--- src/kdlp_pkg.sv ---
// ----------------------------------------------------------------------------
// kdlp_pkg: shared constants for the key debounce / long press block
// Key modes, event codes, register map and reset values.
// ----------------------------------------------------------------------------
`default_nettype none

package kdlp_pkg;

    // Field and register widths
    localparam int unsigned SETTLE_W = 8;
    localparam int unsigned HOLD_W   = 16;
    localparam int unsigned EVENT_W  = 2;
    localparam int unsigned MODE_W   = 2;
    localparam int unsigned ADDR_W   = 3;
    localparam int unsigned DATA_W   = 32;

    // Key modes
    localparam logic [MODE_W-1:0] MODE_RELEASED = 2'd0;
    localparam logic [MODE_W-1:0] MODE_DEBOUNCE = 2'd1;
    localparam logic [MODE_W-1:0] MODE_PRESSED  = 2'd2;
    localparam logic [MODE_W-1:0] MODE_LONG     = 2'd3;

    // Event codes
    localparam logic [EVENT_W-1:0] EVT_NONE  = 2'd0;
    localparam logic [EVENT_W-1:0] EVT_SHORT = 2'd1;
    localparam logic [EVENT_W-1:0] EVT_LONG  = 2'd2;

    // Register indexes (byte address bit 2)
    localparam logic REG_DEBOUNCE_LIMIT   = 1'b0;
    localparam logic REG_LONG_PRESS_LIMIT = 1'b1;

    // Register reset values
    localparam logic [SETTLE_W-1:0] DEBOUNCE_LIMIT_RST   = 8'd25;
    localparam logic [HOLD_W-1:0]   LONG_PRESS_LIMIT_RST = 16'd100;

endpackage : kdlp_pkg

`default_nettype wire

--- src/key_debounce_long_press.sv ---
// ----------------------------------------------------------------------------
// key_debounce_long_press: debounce and short/long press classifier
// Four-mode key machine fed one sampled active-low level per word.
// ----------------------------------------------------------------------------
// The block takes one pin sample per clock cycle when not stalled and returns
// one event word per sample, in order: 0 for nothing, 1 when a short press is
// released, 2 once when a press reaches the long-press limit. A sample is
// accepted when i_in_valid is high and o_in_stall is low; its event appears on
// the output register in the next cycle. The key state and the output register
// update in the same cycle, so the throughput is one sample per cycle as long as
// the output side keeps taking words. The debounce and long-press limits are
// set through the APB port at byte addresses 0 and 4 and should be written only
// while the block is idle.
`default_nettype none

module key_debounce_long_press (
    input  wire logic                              i_clk,
    input  wire logic                              i_rst_n,
    // Sample input
    input  wire logic                              i_in_valid,
    output logic                                   o_in_stall,
    input  wire logic                              i_pin_level,
    // Event output
    output logic                                   o_out_valid,
    input  wire logic                              i_out_stall,
    output logic [kdlp_pkg::EVENT_W-1:0]           o_press_event,
    // Configuration port
    input  wire logic                              psel,
    input  wire logic                              penable,
    input  wire logic                              pwrite,
    input  wire logic [kdlp_pkg::ADDR_W-1:0]       paddr,
    input  wire logic [kdlp_pkg::DATA_W-1:0]       pwdata,
    output logic [kdlp_pkg::DATA_W-1:0]            prdata,
    output logic                                   pready
);

    // Configuration registers
    logic [kdlp_pkg::SETTLE_W-1:0] r_debounce_limit;
    logic [kdlp_pkg::HOLD_W-1:0]   r_long_press_limit;

    // Key state
    logic [kdlp_pkg::MODE_W-1:0]   r_mode,         n_mode;
    logic                          r_prev_level;
    logic [kdlp_pkg::SETTLE_W-1:0] r_settle_count, n_settle_count;
    logic [kdlp_pkg::HOLD_W-1:0]   r_hold_count,   n_hold_count;

    // Output register
    logic                          r_out_valid;
    logic [kdlp_pkg::EVENT_W-1:0]  r_press_event,  n_press_event;

    logic                          in_accept;
    logic                          cfg_write;
    logic [kdlp_pkg::SETTLE_W-1:0] settle_inc;
    logic [kdlp_pkg::HOLD_W-1:0]   hold_inc;

    // Handshake: take a new word when the output slot is free or draining
    assign o_in_stall = r_out_valid & i_out_stall;
    assign in_accept  = i_in_valid & ~o_in_stall;

    assign o_out_valid   = r_out_valid;
    assign o_press_event = r_press_event;

    // APB access
    assign pready    = 1'b1;
    assign cfg_write = psel & penable & pwrite;

    always_comb begin
        prdata = '0;
        if (paddr[2] == kdlp_pkg::REG_LONG_PRESS_LIMIT) begin
            prdata[kdlp_pkg::HOLD_W-1:0] = r_long_press_limit;
        end else begin
            prdata[kdlp_pkg::SETTLE_W-1:0] = r_debounce_limit;
        end
    end

    always_ff @(posedge i_clk) begin
        if (!i_rst_n) begin
            r_debounce_limit   <= kdlp_pkg::DEBOUNCE_LIMIT_RST;
            r_long_press_limit <= kdlp_pkg::LONG_PRESS_LIMIT_RST;
        end else if (cfg_write) begin
            if (paddr[2] == kdlp_pkg::REG_LONG_PRESS_LIMIT) begin
                r_long_press_limit <= pwdata[kdlp_pkg::HOLD_W-1:0];
            end else begin
                r_debounce_limit <= pwdata[kdlp_pkg::SETTLE_W-1:0];
            end
        end
    end

    // Saturating counter increments
    assign settle_inc = (&r_settle_count) ? r_settle_count : r_settle_count + 1'b1;
    assign hold_inc   = (&r_hold_count) ? r_hold_count : r_hold_count + 1'b1;

    // Next key state and event for the sample at the input
    always_comb begin
        n_mode         = r_mode;
        n_settle_count = r_settle_count;
        n_hold_count   = r_hold_count;
        n_press_event  = kdlp_pkg::EVT_NONE;
        case (r_mode)
            kdlp_pkg::MODE_RELEASED: begin
                // Start debouncing on a falling edge only
                if (!i_pin_level && r_prev_level) begin
                    n_mode         = kdlp_pkg::MODE_DEBOUNCE;
                    n_settle_count = '0;
                    n_hold_count   = '0;
                end
            end
            kdlp_pkg::MODE_DEBOUNCE: begin
                // Count low samples; a high sample aborts, counts kept
                if (!i_pin_level) begin
                    n_settle_count = settle_inc;
                    if (settle_inc >= r_debounce_limit) begin
                        n_mode = kdlp_pkg::MODE_PRESSED;
                    end
                end else begin
                    n_mode = kdlp_pkg::MODE_RELEASED;
                end
            end
            kdlp_pkg::MODE_PRESSED: begin
                if (!i_pin_level) begin
                    n_hold_count = hold_inc;
                    if (hold_inc >= r_long_press_limit) begin
                        n_mode        = kdlp_pkg::MODE_LONG;
                        n_press_event = kdlp_pkg::EVT_LONG;
                    end
                end else begin
                    // Release before the limit is a short press
                    if (r_hold_count < r_long_press_limit) begin
                        n_press_event = kdlp_pkg::EVT_SHORT;
                    end
                    n_mode         = kdlp_pkg::MODE_RELEASED;
                    n_settle_count = '0;
                    n_hold_count   = '0;
                end
            end
            kdlp_pkg::MODE_LONG: begin
                // Wait for release
                if (i_pin_level) begin
                    n_mode         = kdlp_pkg::MODE_RELEASED;
                    n_settle_count = '0;
                    n_hold_count   = '0;
                end
            end
            default: begin
                n_mode = kdlp_pkg::MODE_RELEASED;
            end
        endcase
    end

    // Advance key state on each accepted word
    always_ff @(posedge i_clk) begin
        if (!i_rst_n) begin
            r_mode         <= kdlp_pkg::MODE_RELEASED;
            r_prev_level   <= 1'b1;
            r_settle_count <= '0;
            r_hold_count   <= '0;
        end else if (in_accept) begin
            r_mode         <= n_mode;
            r_prev_level   <= i_pin_level;
            r_settle_count <= n_settle_count;
            r_hold_count   <= n_hold_count;
        end
    end

    // Output register: load on accept, drop when taken
    always_ff @(posedge i_clk) begin
        if (!i_rst_n) begin
            r_out_valid <= 1'b0;
        end else if (in_accept) begin
            r_out_valid <= 1'b1;
        end else if (!i_out_stall) begin
            r_out_valid <= 1'b0;
        end
    end

    always_ff @(posedge i_clk) begin
        if (in_accept) begin
            r_press_event <= n_press_event;
        end
    end

endmodule : key_debounce_long_press

`default_nettype wire

--- config.mk ---
export PLATFORM = sky130hd
export DESIGN_NAME = key_debounce_long_press
export DESIGN_NICKNAME = d
export VERILOG_FILES = /design/src/kdlp_pkg.sv /design/src/key_debounce_long_press.sv
export SDC_FILE = /design/constraint.sdc
export NUM_CORES = 1
export LEC_CHECK = 0
export ABC_CLOCK_PERIOD_IN_PS = 2700
export BUFFER_PORTS_ARGS = -buffer_cell sky130_fd_sc_hd__buf_2
export CORE_MARGIN = 3
export CORE_UTILIZATION = 41
export DETAILED_ROUTE_END_ITERATION = 10
export GPL_TIMING_DRIVEN = 0
export PLACE_DENSITY = 0.75
export REMOVE_ABC_BUFFERS = 1
export SKIP_CTS_REPAIR_TIMING = 1
export SLEW_MARGIN = 20
export SYNTH_ARGS = -nofsm -noshare
export SYNTH_HDL_FRONTEND = slang
export SYNTH_SLANG_ARGS = --single-unit
export TNS_END_PERCENT = 1
--- constraint.sdc ---
create_clock -name i_clk -period 2.7 [get_ports i_clk]
set_input_delay 0.27 -clock i_clk [delete_from_list [all_inputs] [get_ports i_clk]]
set_output_delay 0.27 -clock i_clk [all_outputs]
set_load 0.05 [all_outputs]
==> run metrics <==
DIE AREA 10600 um2; leading register cell type out of synthesis sky130_fd_sc_hd__dfxtp_1; data required time of the worst path 2.79 ns; number of buffers on the longest clock path 2; WL/cell 15.9 um; layout net count 629; overall overflow remaining after global route 0; category of the critical setup timing path flop to flop; Syn Std Cell Area 3870 um2; worst endpoint data arrival time 2.91 ns; post-synthesis to final-layout area growth 17.4%; Overall Power 1620 uW; worst slew margin relative to its limit 48.2%; number of register bits inferred by synthesis 54; final count of negative-setup-slack endpoints 2; placeable core region 8930 um2; Worst-Skew Late Latency 0.32 ns; via count 3728; leakage 0.00197 uW; gp weighted congestion 0.870; type of the worst min-delay path input port to flop; Root Buffer Master sky130_fd_sc_hd__clkbuf_8; instance count of the mapped netlist 494; die boundary height 103 um; maximum fanout along the worst path 7; hold violation count in the final report 0; combined global-route utilization of all metal layers 18.3%; setup clock skew after layout 0.00508 ns; fraction of final layout cells sized beyond drive strength 1 23.8%; vias in the first global route 3272; setup repair after global routing missed its margin true; antenna viol nets, final 0; Top Ports 80; average instance area after synthesis 7.83 um2; period utilisation layout 105%; post-detailed-routing wire length 10400 um; pin slew with the least headroom to its limit 0.776 ns; number of non-filler instances in the completed layout 654; Starting DRT DRC Count 261; number of maximum-capacitance constraint violations 0; achievable frequency 0.353 GHz; number of flops mapped to enable cells by yosys 2; Clk pin slew, worst setup/hold paths 0.11 ns; CTS buffer count 5; pwr dens 357 nW/um2; num rows 34; htree depth 2; per-cell via count in the routed design 5.70; Max Slew Vio Count 0; count of inserted antenna diode cells 0; count of input and output buffers 44; pin count of the biggest net entering global routing 44; worst vdd ir 0.254 mV; clock tree from TritonCTS done; Seq/Total Area, Yosys 28.5%; commonest cells after routing, fill and taps aside sky130_fd_sc_hd__nand2_1 (77), sky130_fd_sc_hd__buf_2 (44), sky130_fd_sc_hd__ha_1 (39); remaining routing DRC violations 0; global-route wire length before repair 15600 um; commonest non-fill, non-tap cell in the layout sky130_fd_sc_hd__nand2_1; violated checks negative setup slack; Yosys warning total 0; final period demand of the worst path 2.83 ns; placed insts 625; number of antenna violations at the first check in global routing 0; width of the chip 103 um; synth unique cells 56; outcome finished, violations left; critical path launch point type flop; post-route setup slack -0.129 ns; Initial DRT Pass Iterations 6; share of async-settable or async-resettable flops after synthesis 0%; critical path's slowest cell sky130_fd_sc_hd__dfxtp_4; Worst Setup End Kind flop; crit path cell chain nand4_1 -> buf_4 -> nor4_4 -> o2111ai_1 -> o21a_1 -> ha_1 -> and4_4 -> a221oi_4 -> o31a_1 -> nor2b_1; starting utilization of the core area 43.3%; Final HPWL DP 7150 um; delay of the slowest cell on the worst path 0.41 ns; clock sink total 54
[where the power goes]
part           switching, uW  internal, uW
logic                    176          58.1
clock network            295           277
registers               10.0           803
total                    481          1140
[metrics by stage]
stage | utilization (%) | setup slack (ns) | instance area, um2 | hold slack (ns) | setup TNS (ns)
floorplan | - | -0.113 | 3710 | 0.342 | -0.132
global placement | 45.5 | -0.544 | 4070 | 0.454 | -1.05
detailed placement | 45.6 | -0.611 | 4070 | 0.458 | -1.14
CTS | 46.8 | -0.672 | 4180 | 0.166 | -1.30
global route | 50.8 | -0.194 | 4540 | 0.168 | -0.298
finish | 50.8 | -0.129 | 4540 | 0.168 | -0.181
[area by class of cell]
type | instances | area, um2
Clock inverter | 3 | 43.8
Inverter | 28 | 105
Sequential cell | 54 | 1150
Clock buffer | 5 | 68.8
Multi-Input combinational cell | 392 | 2660
Fill cell | 826 | 4390
Timing Repair Buffer | 64 | 374
Tap cell | 108 | 135
[path summary, 6_finish.rpt]
check	from	endpoint	slack, ns	cells after the start
setup / recovery	r_hold_count[6]$_SDFFE_PN0P_	o_press_event[1]$_SDFFCE_PN0P_	-0.13	10
hold / removal	i_in_valid	o_out_valid$_SDFFE_PN0P_	0.17	2
setup reg to reg	r_hold_count[6]$_SDFFE_PN0P_	o_press_event[1]$_SDFFCE_PN0P_	-0.13	10
hold reg to reg	r_long_press_limit[11]$_SDFFE_PN0P_	r_long_press_limit[11]$_SDFFE_PN0P_	0.47	2
[layer usage]
metal / vias to the layer above / share of wire (%) / global-route usage, %
met3: 28 / 6.3 / 2.98
met4: 0 / 2.8 / 6.37
met5: - / 0 / 0
li1: 1810 / - / -
met1: 1725 / 43 / 24.2
met2: 165 / 48 / 30.1
[flip-flops by register name, summed over array words and instances (netlist names)]
signal	cells
r_hold_count	16
r_long_press_limit	16
r_debounce_limit	8
r_settle_count	8
o_press_event	2
r_mode	2
o_out_valid	1
r_prev_level	1
[critical path: cells and delay by family, from the launching register on]
| kind | cells | cell delay, ns |
|---|---|---|
| buffers and inverters | 1 | 0.21 |
| AND/OR/NAND/NOR | 4 | 0.71 |
| flip-flops | 1 | 0.41 |
| adder cells (fa/ha/maj) | 1 | 0.33 |
| AO/OA/AOI/OAI | 4 | 0.91 |
[cell usage after synthesis (2+ instances only)]
library cell	number	area share [%]
sky130_fd_sc_hd__a221oi_1	2	0.45
sky130_fd_sc_hd__buf_2	6	0.78
sky130_fd_sc_hd__nand3b_1	2	0.39
sky130_fd_sc_hd__xnor2_1	7	1.6
sky130_fd_sc_hd__nor3b_1	2	0.39
sky130_fd_sc_hd__buf_4	18	3.5
sky130_fd_sc_hd__a211oi_1	5	0.97
sky130_fd_sc_hd__a31oi_1	5	0.81
sky130_fd_sc_hd__conb_1	2	0.19
sky130_fd_sc_hd__nand2_1	80	7.8
sky130_fd_sc_hd__clkbuf_1	12	1.2
sky130_fd_sc_hd__xor2_1	7	1.6
sky130_fd_sc_hd__o21a_1	6	1.2
sky130_fd_sc_hd__ha_1	41	13
sky130_fd_sc_hd__dfxtp_1	52	27
sky130_fd_sc_hd__o22ai_1	4	0.65
sky130_fd_sc_hd__nand4_1	11	1.8
sky130_fd_sc_hd__nand3_1	15	1.9
sky130_fd_sc_hd__nor2b_1	8	1.3
sky130_fd_sc_hd__a21boi_0	22	4.3
sky130_fd_sc_hd__and2_1	3	0.49
sky130_fd_sc_hd__o2111ai_1	2	0.45
sky130_fd_sc_hd__edfxtp_1	2	1.6
sky130_fd_sc_hd__a21oi_1	26	3.4
sky130_fd_sc_hd__or3_1	3	0.49
sky130_fd_sc_hd__a22oi_1	2	0.39
sky130_fd_sc_hd__mux2_2	8	2.3
sky130_fd_sc_hd__o21ai_0	32	4.1
sky130_fd_sc_hd__nor2_1	34	3.3
sky130_fd_sc_hd__a22o_1	6	1.4
sky130_fd_sc_hd__inv_1	27	2.6
sky130_fd_sc_hd__nand2b_1	7	1.1
sky130_fd_sc_hd__a21o_1	5	0.97
sky130_fd_sc_hd__and4_1	3	0.68
sky130_fd_sc_hd__o211ai_1	6	1.2
[cells by family after synthesis]
family	count (synthesis)	share of synthesized area [%]
compound gates	134	22.6
flops	54	28.5
simple gates	176	21.4
fa+ha+maj	41	13.3
mux	9	2.72
other cells	2	0.194
buf+inv	64	8.15
xor+xnor	14	3.17
Note: power is estimated with default switching activity, not from simulation.
